`src/hw/rtl/apsr_pkg.sv`:
```
`timescale 1ns / 1ps
`default_nettype none

package apsr_pkg;

    localparam int SLOT_COUNT_DEF = 8;
    localparam int PADDR_W = 3;
    localparam int PDATA_W = 32;
    localparam logic CFG_CAPTURE_ENABLE = 1'b0;

    typedef enum logic [2:0] {
        OP_OPEN    = 3'd0,
        OP_LOOKUP  = 3'd1,
        OP_CONFIG  = 3'd2,
        OP_RELEASE = 3'd3,
        OP_FLUSH   = 3'd4
    } op_t;

    typedef enum logic [1:0] {
        ACT_NONE      = 2'd0,
        ACT_OPEN      = 2'd1,
        ACT_CLOSE     = 2'd2,
        ACT_CLOSE_ALL = 2'd3
    } act_t;

    typedef enum logic [1:0] {
        ST_IDLE,
        ST_SCAN,
        ST_EXEC,
        ST_RESP
    } state_t;

    typedef struct packed {
        logic [2:0]  operation;
        logic [31:0] process_id;
        logic [7:0]  port_number;
        logic [15:0] frames;
        logic [17:0] rate;
        logic [7:0]  mode;
        logic        keep_frames;
        logic        keep_rate;
        logic        keep_mode;
        logic        mixer_open_ok;
    } req_t;

    typedef struct packed {
        logic        hit;
        logic [2:0]  slot_index;
        logic [15:0] frames_out;
        logic [31:0] generation_out;
        logic [1:0]  mixer_action;
        logic [17:0] rate_out;
        logic [7:0]  mode_out;
    } rsp_t;

    typedef struct packed {
        logic [31:0] pid;
        logic [7:0]  port;
        logic [15:0] frames;
        logic [17:0] rate;
        logic [7:0]  mode;
        logic [31:0] generation;
    } entry_t;

    typedef struct packed {
        logic start;
        logic scan;
        logic exec;
    } cmd_t;

    typedef struct packed {
        logic scan_done;
    } status_t;

endpackage

`default_nettype wire

```
`src/hw/rtl/apsr_if.sv`:
```
`timescale 1ns / 1ps
`default_nettype none

interface apsr_req_if;
    logic          valid;
    logic          ready;
    apsr_pkg::req_t payload;

    modport source (output valid, output payload, input ready);
    modport sink (input valid, input payload, output ready);
endinterface

interface apsr_rsp_if;
    logic          valid;
    logic          ready;
    apsr_pkg::rsp_t payload;

    modport source (output valid, output payload, input ready);
    modport sink (input valid, input payload, output ready);
endinterface

`default_nettype wire

```
`src/hw/rtl/audio_port_source_registry.sv`:
```
// An accepted beat passes through the slot scan, an execute state and a response state;
// no new beat is accepted until its response is taken. The slot scan reads one table
// entry per cycle through a registered port.
// Reset clears all slot valid bits, the generation counter and capture_enable at once;
// no clearing pass is needed and a beat can be accepted in the first cycle after reset.
`timescale 1ns / 1ps
`default_nettype none

module audio_port_source_registry #(
    parameter int SLOT_COUNT = apsr_pkg::SLOT_COUNT_DEF
) (
    input  wire logic                         clk,
    input  wire logic                         rst_n,
    apsr_req_if.sink                          req,
    apsr_rsp_if.source                        rsp,
    input  wire logic                         psel,
    input  wire logic                         penable,
    input  wire logic                         pwrite,
    input  wire logic [apsr_pkg::PADDR_W-1:0] paddr,
    input  wire logic [apsr_pkg::PDATA_W-1:0] pwdata,
    output logic [apsr_pkg::PDATA_W-1:0]      prdata,
    output logic                              pready
);

    logic              capture_enable_reg;
    logic              cfg_hit;
    apsr_pkg::cmd_t    cmd;
    apsr_pkg::status_t status;

    assign pready  = 1'b1;
    assign cfg_hit = paddr[2] == apsr_pkg::CFG_CAPTURE_ENABLE;
    assign prdata  = cfg_hit ? {{(apsr_pkg::PDATA_W-1){1'b0}}, capture_enable_reg} : '0;

    always_ff @(posedge clk or negedge rst_n)
    begin
        if (!rst_n)
        begin
            capture_enable_reg <= 1'b0;
        end
        else if (psel && penable && pwrite && pready && cfg_hit)
        begin
            capture_enable_reg <= pwdata[0];
        end
    end

    apsr_ctrl u_ctrl (
        .clk       (clk),
        .rst_n     (rst_n),
        .req_valid (req.valid),
        .req_ready (req.ready),
        .rsp_valid (rsp.valid),
        .rsp_ready (rsp.ready),
        .cmd       (cmd),
        .status    (status)
    );

    apsr_dp #(
        .SLOT_COUNT (SLOT_COUNT)
    ) u_dp (
        .clk            (clk),
        .rst_n          (rst_n),
        .cmd            (cmd),
        .status         (status),
        .req_payload    (req.payload),
        .capture_enable (capture_enable_reg),
        .rsp_payload    (rsp.payload)
    );

endmodule

`default_nettype wire

```
`src/hw/rtl/apsr_ctrl.sv`:
```
`timescale 1ns / 1ps
`default_nettype none

module apsr_ctrl (
    input  wire logic              clk,
    input  wire logic              rst_n,
    input  wire logic              req_valid,
    output logic                   req_ready,
    output logic                   rsp_valid,
    input  wire logic              rsp_ready,
    output apsr_pkg::cmd_t         cmd,
    input  wire apsr_pkg::status_t status
);

    apsr_pkg::state_t state_reg;
    apsr_pkg::state_t state_next;

    always_ff @(posedge clk or negedge rst_n)
    begin
        if (!rst_n)
        begin
            state_reg <= apsr_pkg::ST_IDLE;
        end
        else
        begin
            state_reg <= state_next;
        end
    end

    always_comb
    begin
        state_next = state_reg;
        req_ready  = 1'b0;
        rsp_valid  = 1'b0;
        cmd        = '0;
        unique case (state_reg)
            apsr_pkg::ST_IDLE:
            begin
                req_ready = 1'b1;
                if (req_valid)
                begin
                    cmd.start  = 1'b1;
                    state_next = apsr_pkg::ST_SCAN;
                end
            end
            apsr_pkg::ST_SCAN:
            begin
                cmd.scan = 1'b1;
                if (status.scan_done)
                begin
                    state_next = apsr_pkg::ST_EXEC;
                end
            end
            apsr_pkg::ST_EXEC:
            begin
                cmd.exec   = 1'b1;
                state_next = apsr_pkg::ST_RESP;
            end
            apsr_pkg::ST_RESP:
            begin
                rsp_valid = 1'b1;
                if (rsp_ready)
                begin
                    state_next = apsr_pkg::ST_IDLE;
                end
            end
            default:
            begin
                state_next = apsr_pkg::ST_IDLE;
            end
        endcase
    end

endmodule

`default_nettype wire

```
`src/hw/rtl/apsr_dp.sv`:
```
`timescale 1ns / 1ps
`default_nettype none

module apsr_dp #(
    parameter int SLOT_COUNT = apsr_pkg::SLOT_COUNT_DEF
) (
    input  wire logic            clk,
    input  wire logic            rst_n,
    input  wire apsr_pkg::cmd_t  cmd,
    output apsr_pkg::status_t    status,
    input  wire apsr_pkg::req_t  req_payload,
    input  wire logic            capture_enable,
    output apsr_pkg::rsp_t       rsp_payload
);

    localparam int IDX_W = (SLOT_COUNT > 1) ? $clog2(SLOT_COUNT) : 1;
    localparam int CNT_W = $clog2(SLOT_COUNT + 1);
    localparam logic [CNT_W-1:0] CNT_END = CNT_W'(SLOT_COUNT);

    apsr_pkg::entry_t mem [SLOT_COUNT];

    apsr_pkg::req_t   req_reg;
    logic [CNT_W-1:0] cnt_reg;
    logic             rd_valid_reg;
    logic [IDX_W-1:0] rd_idx_reg;
    apsr_pkg::entry_t mem_q_reg;
    logic             vq_reg;
    logic [SLOT_COUNT-1:0] valid_reg;
    logic [31:0]      gen_reg;

    logic             found_reg;
    logic [IDX_W-1:0] found_idx_reg;
    apsr_pkg::entry_t found_ent_reg;
    logic             free_reg;
    logic [IDX_W-1:0] free_idx_reg;
    logic [IDX_W-1:0] low_idx_reg;
    logic [31:0]      low_gen_reg;
    apsr_pkg::rsp_t   rsp_reg;

    logic             issue;
    logic [IDX_W-1:0] rd_addr;
    apsr_pkg::entry_t ent_eff;
    logic             in_use;
    logic             key_match;

    logic [IDX_W-1:0] pick_idx;
    logic [31:0]      gen_inc;
    logic [31:0]      gen_fresh;
    logic [15:0]      nf;
    logic [17:0]      nr;
    logic [7:0]       nm;
    logic             do_reopen;
    logic [IDX_W-1:0] ro_idx;
    logic [15:0]      ro_f;
    logic [17:0]      ro_r;
    logic [7:0]       ro_m;
    logic             wr_en;
    logic [IDX_W-1:0] wr_idx;
    apsr_pkg::entry_t wr_data;
    logic             wr_valid;
    logic             flush;
    logic             gen_upd;
    apsr_pkg::rsp_t   rsp_next;

    assign issue            = cmd.scan && (cnt_reg < CNT_END);
    assign rd_addr          = cnt_reg[IDX_W-1:0];
    assign status.scan_done = cmd.scan && !issue && !rd_valid_reg;
    assign rsp_payload      = rsp_reg;

    assign ent_eff   = vq_reg ? mem_q_reg : '0;
    assign in_use    = ent_eff.frames != 16'd0;
    assign key_match = (ent_eff.pid == req_reg.process_id)
                    && (ent_eff.port == req_reg.port_number);

    always_ff @(posedge clk)
    begin
        if (issue)
        begin
            mem_q_reg <= mem[rd_addr];
            vq_reg    <= valid_reg[rd_addr];
        end
        if (cmd.exec && wr_en)
        begin
            mem[wr_idx] <= wr_data;
        end
        if (cmd.start)
        begin
            req_reg <= req_payload;
        end
        if (cmd.exec)
        begin
            rsp_reg <= rsp_next;
        end
        if (rd_valid_reg)
        begin
            if (!found_reg && in_use && key_match)
            begin
                found_idx_reg <= rd_idx_reg;
                found_ent_reg <= ent_eff;
            end
            if (!free_reg && !in_use)
            begin
                free_idx_reg <= rd_idx_reg;
            end
            if ((rd_idx_reg == '0) || (ent_eff.generation < low_gen_reg))
            begin
                low_idx_reg <= rd_idx_reg;
                low_gen_reg <= ent_eff.generation;
            end
        end
    end

    always_ff @(posedge clk or negedge rst_n)
    begin
        if (!rst_n)
        begin
            cnt_reg      <= '0;
            rd_valid_reg <= 1'b0;
            rd_idx_reg   <= '0;
            valid_reg    <= '0;
            gen_reg      <= '0;
            found_reg    <= 1'b0;
            free_reg     <= 1'b0;
        end
        else
        begin
            rd_valid_reg <= issue;
            rd_idx_reg   <= rd_addr;
            if (cmd.start)
            begin
                cnt_reg   <= '0;
                found_reg <= 1'b0;
                free_reg  <= 1'b0;
            end
            else
            begin
                if (issue)
                begin
                    cnt_reg <= cnt_reg + CNT_W'(1);
                end
                if (rd_valid_reg && in_use && key_match)
                begin
                    found_reg <= 1'b1;
                end
                if (rd_valid_reg && !in_use)
                begin
                    free_reg <= 1'b1;
                end
            end
            if (cmd.exec)
            begin
                if (flush)
                begin
                    valid_reg <= '0;
                end
                else if (wr_en)
                begin
                    valid_reg[wr_idx] <= wr_valid;
                end
                if (gen_upd)
                begin
                    gen_reg <= gen_fresh;
                end
            end
        end
    end

    assign pick_idx  = found_reg ? found_idx_reg : (free_reg ? free_idx_reg : low_idx_reg);
    assign gen_inc   = gen_reg + 32'd1;
    assign gen_fresh = (gen_inc == 32'd0) ? 32'd1 : gen_inc;
    assign nf = req_reg.keep_frames ? found_ent_reg.frames : req_reg.frames;
    assign nr = req_reg.keep_rate ? found_ent_reg.rate : req_reg.rate;
    assign nm = req_reg.keep_mode ? found_ent_reg.mode : req_reg.mode;

    always_comb
    begin
        rsp_next  = '0;
        do_reopen = 1'b0;
        ro_idx    = pick_idx;
        ro_f      = req_reg.frames;
        ro_r      = req_reg.rate;
        ro_m      = req_reg.mode;
        wr_en     = 1'b0;
        wr_idx    = found_idx_reg;
        wr_data   = found_ent_reg;
        wr_valid  = 1'b0;
        flush     = 1'b0;
        gen_upd   = 1'b0;
        if (capture_enable)
        begin
            unique case (req_reg.operation)
                apsr_pkg::OP_OPEN:
                begin
                    do_reopen = req_reg.frames != 16'd0;
                end
                apsr_pkg::OP_LOOKUP:
                begin
                    if (found_reg)
                    begin
                        rsp_next.hit            = 1'b1;
                        rsp_next.slot_index     = 3'(found_idx_reg);
                        rsp_next.frames_out     = found_ent_reg.frames;
                        rsp_next.generation_out = found_ent_reg.generation;
                        rsp_next.mixer_action   = apsr_pkg::ACT_NONE;
                        rsp_next.rate_out       = found_ent_reg.rate;
                        rsp_next.mode_out       = found_ent_reg.mode;
                    end
                    else
                    begin
                        do_reopen = (req_reg.frames != 16'd0) && (req_reg.rate != 18'd0);
                    end
                end
                apsr_pkg::OP_CONFIG:
                begin
                    if (found_reg)
                    begin
                        if ((nr == found_ent_reg.rate) && (nm == found_ent_reg.mode))
                        begin
                            wr_en                   = 1'b1;
                            wr_valid                = 1'b1;
                            wr_data.frames          = nf;
                            rsp_next.hit            = nf != 16'd0;
                            rsp_next.slot_index     = 3'(found_idx_reg);
                            rsp_next.frames_out     = nf;
                            rsp_next.generation_out = found_ent_reg.generation;
                            rsp_next.mixer_action   = apsr_pkg::ACT_NONE;
                            rsp_next.rate_out       = nr;
                            rsp_next.mode_out       = nm;
                        end
                        else
                        begin
                            do_reopen = 1'b1;
                            ro_idx    = found_idx_reg;
                            ro_f      = nf;
                            ro_r      = nr;
                            ro_m      = nm;
                        end
                    end
                end
                apsr_pkg::OP_RELEASE:
                begin
                    if (found_reg)
                    begin
                        wr_en                 = 1'b1;
                        rsp_next.hit          = 1'b1;
                        rsp_next.slot_index   = 3'(found_idx_reg);
                        rsp_next.mixer_action = apsr_pkg::ACT_CLOSE;
                    end
                end
                apsr_pkg::OP_FLUSH:
                begin
                    flush                 = 1'b1;
                    rsp_next.mixer_action = apsr_pkg::ACT_CLOSE_ALL;
                end
                default:
                begin
                    rsp_next = '0;
                end
            endcase
        end
        if (do_reopen)
        begin
            gen_upd               = 1'b1;
            wr_en                 = 1'b1;
            wr_idx                = ro_idx;
            wr_valid              = req_reg.mixer_open_ok;
            wr_data.pid           = req_reg.process_id;
            wr_data.port          = req_reg.port_number;
            wr_data.frames        = ro_f;
            wr_data.rate          = ro_r;
            wr_data.mode          = ro_m;
            wr_data.generation    = gen_fresh;
            rsp_next.slot_index   = 3'(ro_idx);
            rsp_next.mixer_action = apsr_pkg::ACT_OPEN;
            rsp_next.rate_out     = ro_r;
            rsp_next.mode_out     = ro_m;
            if (req_reg.mixer_open_ok)
            begin
                rsp_next.hit            = ro_f != 16'd0;
                rsp_next.frames_out     = ro_f;
                rsp_next.generation_out = gen_fresh;
            end
        end
    end

    a_cnt_bound: assert property (@(posedge clk) disable iff (!rst_n)
        cnt_reg <= CNT_END)
        else $error("Scan counter ran past the slot count.");

    a_gen_nonzero: assert property (@(posedge clk) disable iff (!rst_n)
        (cmd.exec && gen_upd) |=> (gen_reg != 32'd0))
        else $error("A registration took a zero generation.");

    a_flush_clears: assert property (@(posedge clk) disable iff (!rst_n)
        (cmd.exec && flush) |=> (valid_reg == '0))
        else $error("Flush left a slot valid.");

    a_done_after_scan: assert property (@(posedge clk) disable iff (!rst_n)
        status.scan_done |-> (cnt_reg == CNT_END))
        else $error("Scan finished before every slot was read.");

endmodule

`default_nettype wire
```
`src/flat_wrapper.sv`:
```
// flat-port wrapper written by rule: the top's interface ports become plain ports
module audio_port_source_registry_flat 
#(
    parameter int SLOT_COUNT = apsr_pkg::SLOT_COUNT_DEF
)
  (clk, rst_n, psel, penable, pwrite, paddr, pwdata, prdata, pready, req_valid, req_payload, req_ready, rsp_valid, rsp_payload, rsp_ready);
  apsr_req_if req_i ();
  apsr_rsp_if rsp_i ();
  input  wire logic clk;
  input  wire logic rst_n;
  input  wire logic psel;
  input  wire logic penable;
  input  wire logic pwrite;
  input  wire logic [apsr_pkg::PADDR_W-1:0] paddr;
  input  wire logic [apsr_pkg::PDATA_W-1:0] pwdata;
  output logic [apsr_pkg::PDATA_W-1:0] prdata;
  output logic pready;
  input wire logic [$bits(req_i.valid)-1:0] req_valid;
  input wire logic [$bits(req_i.payload)-1:0] req_payload;
  output wire logic [$bits(req_i.ready)-1:0] req_ready;
  output wire logic [$bits(rsp_i.valid)-1:0] rsp_valid;
  output wire logic [$bits(rsp_i.payload)-1:0] rsp_payload;
  input wire logic [$bits(rsp_i.ready)-1:0] rsp_ready;
  assign req_i.valid = req_valid;
  assign req_i.payload = req_payload;
  assign req_ready = req_i.ready;
  assign rsp_valid = rsp_i.valid;
  assign rsp_payload = rsp_i.payload;
  assign rsp_i.ready = rsp_ready;
  audio_port_source_registry #(.SLOT_COUNT(SLOT_COUNT)) u_core (.clk(clk), .rst_n(rst_n), .req(req_i), .rsp(rsp_i), .psel(psel), .penable(penable), .pwrite(pwrite), .paddr(paddr), .pwdata(pwdata), .prdata(prdata), .pready(pready));
endmodule
```
`config.mk`:
```
export PLATFORM = sky130hd
export DESIGN_NAME = audio_port_source_registry_flat
export DESIGN_NICKNAME = d
export VERILOG_FILES = /design/src/hw/rtl/apsr_pkg.sv /design/src/hw/rtl/apsr_if.sv /design/src/hw/rtl/audio_port_source_registry.sv /design/src/hw/rtl/apsr_ctrl.sv /design/src/hw/rtl/apsr_dp.sv /design/src/flat_wrapper.sv
export SDC_FILE = /design/constraint.sdc
export NUM_CORES = 2
export LEC_CHECK = 0
export BUFFER_PORTS_ARGS = -buffer_cell sky130_fd_sc_hd__buf_4
export CORE_AREA = 2 2 241 362
export DETAILED_ROUTE_END_ITERATION = 8
export DIE_AREA = 0 0 243 364
export GPL_ROUTABILITY_DRIVEN = 0
export PLACE_DENSITY = 0.9
export RECOVER_POWER = 100
export SLEW_MARGIN = 20
export SYNTH_ARGS = -nofsm -noshare
export SYNTH_HDL_FRONTEND = slang
export SYNTH_SLANG_ARGS = --single-unit
```
`constraint.sdc`:
```
create_clock -name clk -period 19.2 [get_ports clk]
set_clock_uncertainty 0.2 [all_clocks]
set_input_delay 1.92 -clock clk [delete_from_list [all_inputs] [get_ports clk]]
set_output_delay 1.92 -clock clk [all_outputs]
set_load 0.005 [all_outputs]
```
== After elaboration in Yosys (flattened, before gate mapping) ==
Memories as Yosys holds them, arrays and structs flattened. A register that Yosys moved wholly into a read port is not among the register bits.
Index checks and enable logic that the tools add are counted.

* Add/sub/neg operators: 2
* Magnitude comparators: 5
* Equality and inequality tests: 14
* Muxes and demuxes: 85
* Bitwise gates (word level): 2
* Reduce and logical (&&, ||, !) cells: 43

{| class="wikitable"
|+ Operator list
! kind !! count
|-
| $mux 80 || 5
|-
| $mux 114 || 2
|-
| $mux 16 || 9
|-
| $pmux 48 s2 || 1
|-
| $mux 18 || 5
|-
| $reduce_bool 16->1 || 4
|-
| $mux 8 || 7
|-
| $pmux 26 s2 || 1
|-
| $mux 48 || 1
|-
| $add 32x1->32 const B || 1
|-
| $eq 32x32->1 || 1
|-
| $logic_not 32->1 || 1
|-
| $lt 32x32->1 || 1
|-
| $mux 32 || 1
|-
| $mux 1 || 31
|-
| $mux 3 || 7
|-
| $eq 18x18->1 || 1
|-
| $reduce_bool 18->1 || 1
|-
| $logic_and 1x1->1 || 17
|-
| $eq 8x8->1 || 2
|-
| $pmux 2 s4 || 2
|-
| $mux 4 || 3
|-
| $pmux 4 s3 || 1
|-
| $reduce_and 2->1 || 5
|-
| other kinds (25) || 41
|}

* Bits in registers: 378
* Memory bits (writable): 912
* Output and inout port bits: 115
* Word-level logic and storage cells: 190
* Memories: 1

{| class="wikitable"
|+ Memories
! name !! depth !! bits a word !! rd ports !! clocked after memory_dff !! write ports !! line !! text
|-
| u_core.u_dp.mem || 8 || 114 || 1 || 1 || 1 || apsr_dp.sv:20 || <nowiki>apsr_pkg::entry_t mem [SLOT_COUNT];</nowiki>
|}

== Depth between registers and ports, before layout ==
* Depth in word-level cells: 15
* Gate-level depth with buffers: 14
* Depth with buffers taken out: 10

== Hierarchy ==
A second synthesis with hierarchy kept.

* Cell total of the unflattened synthesis: 2865
* Area total of the unflattened synthesis: 56052.5 um^2

{| class="wikitable"
|+ Modules (own cells, without submodules)
! module !! instances !! cells each !! area each (um^2) !! seq. area each (um^2)
|-
| apsr_dp || 1 || 2810 || 55583.3 || 41820.1
|-
| audio_port_source_registry || 1 || 38 || 301.5 || 25.0
|-
| apsr_ctrl || 1 || 17 || 167.7 || 50.0
|}

== Worst setup path before layout ==
Ideal clock, no wire load.

* Path type: flip-flop to flip-flop
* From: register u_core.u_ctrl.state_reg[0]
* To: register u_core.u_dp.valid_reg[2]
* Setup time: 0.093 ns
* Arrival time: 9.239 ns
* Data required time: 18.907 ns
* Slack: 9.668 ns
* Cell stages (with the launch flop): 7
* Path through: dfrtp_1 > inv_1 > ha_1 > clkbuf_1 > nand4_1 > a21oi_1 > o221a_1

* Cells in the longest elaborated chain, start to end: 3

{| class="wikitable"
|+ RTL lines
! what !! line !! text
|-
| start, declared || apsr_ctrl.sv:15 || <nowiki>apsr_pkg::state_t state_reg;</nowiki>
|-
| start signal, assigned || apsr_ctrl.sv:22 || <nowiki>state_reg <= apsr_pkg::ST_IDLE;</nowiki>
|-
| start signal, assigned || apsr_ctrl.sv:26 || <nowiki>state_reg <= state_next;</nowiki>
|-
| $eq 2x2->1 || apsr_ctrl.sv:36 || <nowiki>unique case (state_reg)</nowiki>
|-
| $mux 1 || apsr_ctrl.sv:36 ||
|-
| $reduce_and 2->1 (no source line) || -- ||
|-
| end signal, assigned by index || apsr_dp.sv:158 || <nowiki>valid_reg[wr_idx] <= wr_valid;</nowiki>
|-
| end, declared || apsr_dp.sv:28 || <nowiki>logic [SLOT_COUNT-1:0] valid_reg;</nowiki>
|}

No other way between the ends.
A chain may end at the register's enable or synchronous reset.

==> results.yml <==
grt:
  grt_usage_pct: 31.51
  grt-busiest-layer: "met2"
  met3_usage_pct: 5.617
  grt_pass1_wl_um: 202500
  grt_overflow: 0
  antenna_found_initial: 4
  use_met2_pct: 54.16
  grt_max_degree: 79
  grt_pass1_vias: 31750
  grt_use_met1_pct: 37.47
cells_and_area:
  final_area_um2: 61980
  largest_reg_flops: 912
  syn_to_final_growth_pct: 10.73
  final_common_cell: "edfxtp_1"
  mostFrequentLayoutCells: "edfxtp_1, nand2_1, mux4_2"
  layout-drive-gt1-share_pct: 21.49
  final_cells: 4421
  fin_nets: 3348
  utilization_pct: 72.45
  num-fill-cells: 4491
drt:
  drc_errors: 0
  vias_per_cell: 6.870
  routedWlPerCell_um: 31.26
  firstDrtPassIters: 8
  vias: 30370
  final_antenna_net_count: 0
  routed_wl_um: 138200
  dr.first_iter.drc_count: 4165
critical_path:
  slowest_stage: "clkbuf_1"
  arrival_ns: 11.94
  critPathMaxFanout: 68
  cp-end-kind: "register"
  timing.critical_path.mode_cell: "clkbuf_1"
  path_cells: "clkbuf_1 > and2_0 > xnor2_1 > nand4_1 > nor4_1 > nand4_1 > nor2_4 > clkbuf_1 > clkbuf_1"
  path_class: "reg -> reg"
  cp.required_ns: 19.26
  critPathLaunchType: "register"
  crit_path_max_incr_delay_ns: 3.41
placement:
  dp_cells: 4200
  dp_hpwl_um: 74020
  place_ws_ns: 12.59
  dpl_cell_area_um2: 58560
  portBuffers: 180
die:
  fp.dieW_um: 243
  fp.coreArea_um2: 85550
  rows: 132
  io_pins: 246
  die_area_um2: 88450
  die_h_um: 364
  start_util_pct: 65.43
timing:
  holdWs_ns: 0.3350
  hold_viol_final: 0
  setup_viol: 0
  period_share_pct: 61.84
  layout_setup_ws_ns: 7.327
  period_minus_slack_ns: 11.87
  fmax_mhz: 84.22
  relSlewSlack_pct: -263.7
  rsz0062_at_grt: "no"
  fin_setup_tns_ns: 0
  worstMarginPinSlew_ns: 5.455
  drv_slew: 1685
synthesis:
  postSynthAreaPerCell_um2: 18.83
  synthCells: 2973
  synth-edff-count: 1351
  synth-seq-area-share_pct: 74.84
  synth_cell_types: 81
  async_flop_share_pct: 3.775
  synth.cell_area_um2: 55980
  ys.flop_type: "edfxtp_1"
  synth-seq-cells: 1404
  yosys_warnings: 0
power_and_ir_drop:
  ir_drop_mv: 0.1480
  powerDensity_nw_per_um2: 131.8
  power_mw: 8.169
  p_leak_nw: 20.30
clock_tree:
  cts.clk_slew.worst_paths_ns: 0.07
  post_cts_resize_count: 0
  postCtsSetupBuffers: 0
  cts_tree: "built"
  cts_buffers: 116
  cts-hold-fix-buffers: 0
  insertion_delay_ns: 0.74
  clockBufferDepth: 3
  htree_levels: 3
  root_buffer: "clkbuf_16"
  cts.sinks: 1404
status:
  violations: "max-capacitance violations, max-slew violations"
  status: "finished, violations left"
worst_hold_path:
  min_path_type: "reg -> reg"
flow_run:
  cap_viol_max_count: 40
[worst max-delay path, delay by kind of cell (launching register included)]
family	cells	cell delay, ns
and+or+nand+nor	5	1.73
xor gates and xnor gates	1	0.33
DFF	1	0.37
buffers and inverters	3	8.57
[cell families (layout without fill, tap and decap cells)]
kind of cell	Yosys count	count (layout)	synth area share [%]
AO/OA/AOI/OAI	217	217	2.783
XOR/XNOR	123	123	1.924
adder cells (fa/ha/maj)	37	37	0.8270
buffers and inverters	219	497	1.766
flip-flops	1404	1404	74.84
multiplexers	401	401	12.67
other	2	33	0.01342
AND/OR/NAND/NOR	570	570	5.176
[worst paths after layout]
kind                       slack (ns)                            end                      start  cells after the start
hold reg to reg                  0.33  u_core.u_dp.found_ent_reg[50]  u_core.u_dp.mem_q_reg[50]                      1
min in group asynchronous        2.08        u_core.u_dp.gen_reg[29]                      rst_n                      1
setup / recovery                 7.33  u_core.u_dp.found_ent_reg[14]         u_core.u_dp.vq_reg                      9
setup reg to reg                 7.33  u_core.u_dp.found_ent_reg[14]         u_core.u_dp.vq_reg                      9
hold / removal                   0.33  u_core.u_dp.found_ent_reg[50]  u_core.u_dp.mem_q_reg[50]                      1
max in group asynchronous       14.42         u_core.u_dp.cnt_reg[2]                      rst_n                      1
[routing by layer]
layer | vias to the layer above | routed length, um
met5 | - | 17
met4 | 2 | 9324
met3 | 604 | 14040
met2 | 2462 | 70650
met1 | 15250 | 44180
li1 | 12050 | -
[cells in the mapped netlist (all sizes together) (4+ instances only)]
master  count  area [um^2]
a21o       11        82.58
a21oi      25        125.1
a22o       49        429.2
a31o        4        35.04
a31oi       5        46.29
a41oi       4        35.03
and2      116        728.2
and3        5        31.28
and4        4        35.03
buf        83        478.0
clkbuf     83        311.6
dfrtp      53         1326
edfxtp   1351        40570
ha         37        462.9
inv        53        198.9
mux2      161         1813
mux2i      10        100.1
mux4      230         5180
nand2     254        953.4
nand3      30        155.1
nand4      26        198.9
nor2       51        191.4
nor2b       7        43.79
nor3       20        121.4
nor4       31        234.0
nor4b       5        50.04
o21a        4        30.03
o21ai      79        395.4
o221a       8        90.08
or3         4        25.02
xnor2      87        762.0
xor2       36        315.3
[power breakdown]
group | switching (mW) | leakage [nW] | internal (mW)
sequential | 0.183 | 13.0 | 3.82
combinational | 0.958 | 5.40 | 0.813
clock | 1.09 | 1.86 | 1.30
total | 2.23 | 20.3 | 5.93
[final cells by class]
cell class / instances / area, um^2 / area share [%]
Clock buffer: 159 / 3239 / 5.226
Tap cell: 1139 / 1425 / 2.299
Inverter: 53 / 198.9 / 0.3210
Sequential cell: 1404 / 41900 / 67.60
Clock inverter: 60 / 546.8 / 0.8821
Timing Repair Buffer: 225 / 1468 / 2.368
Multi-Input combinational cell: 1380 / 13210 / 21.30
Antenna cell: 1 / 2.502 / 0.004037
Note: power is estimated with default switching activity, not from simulation.
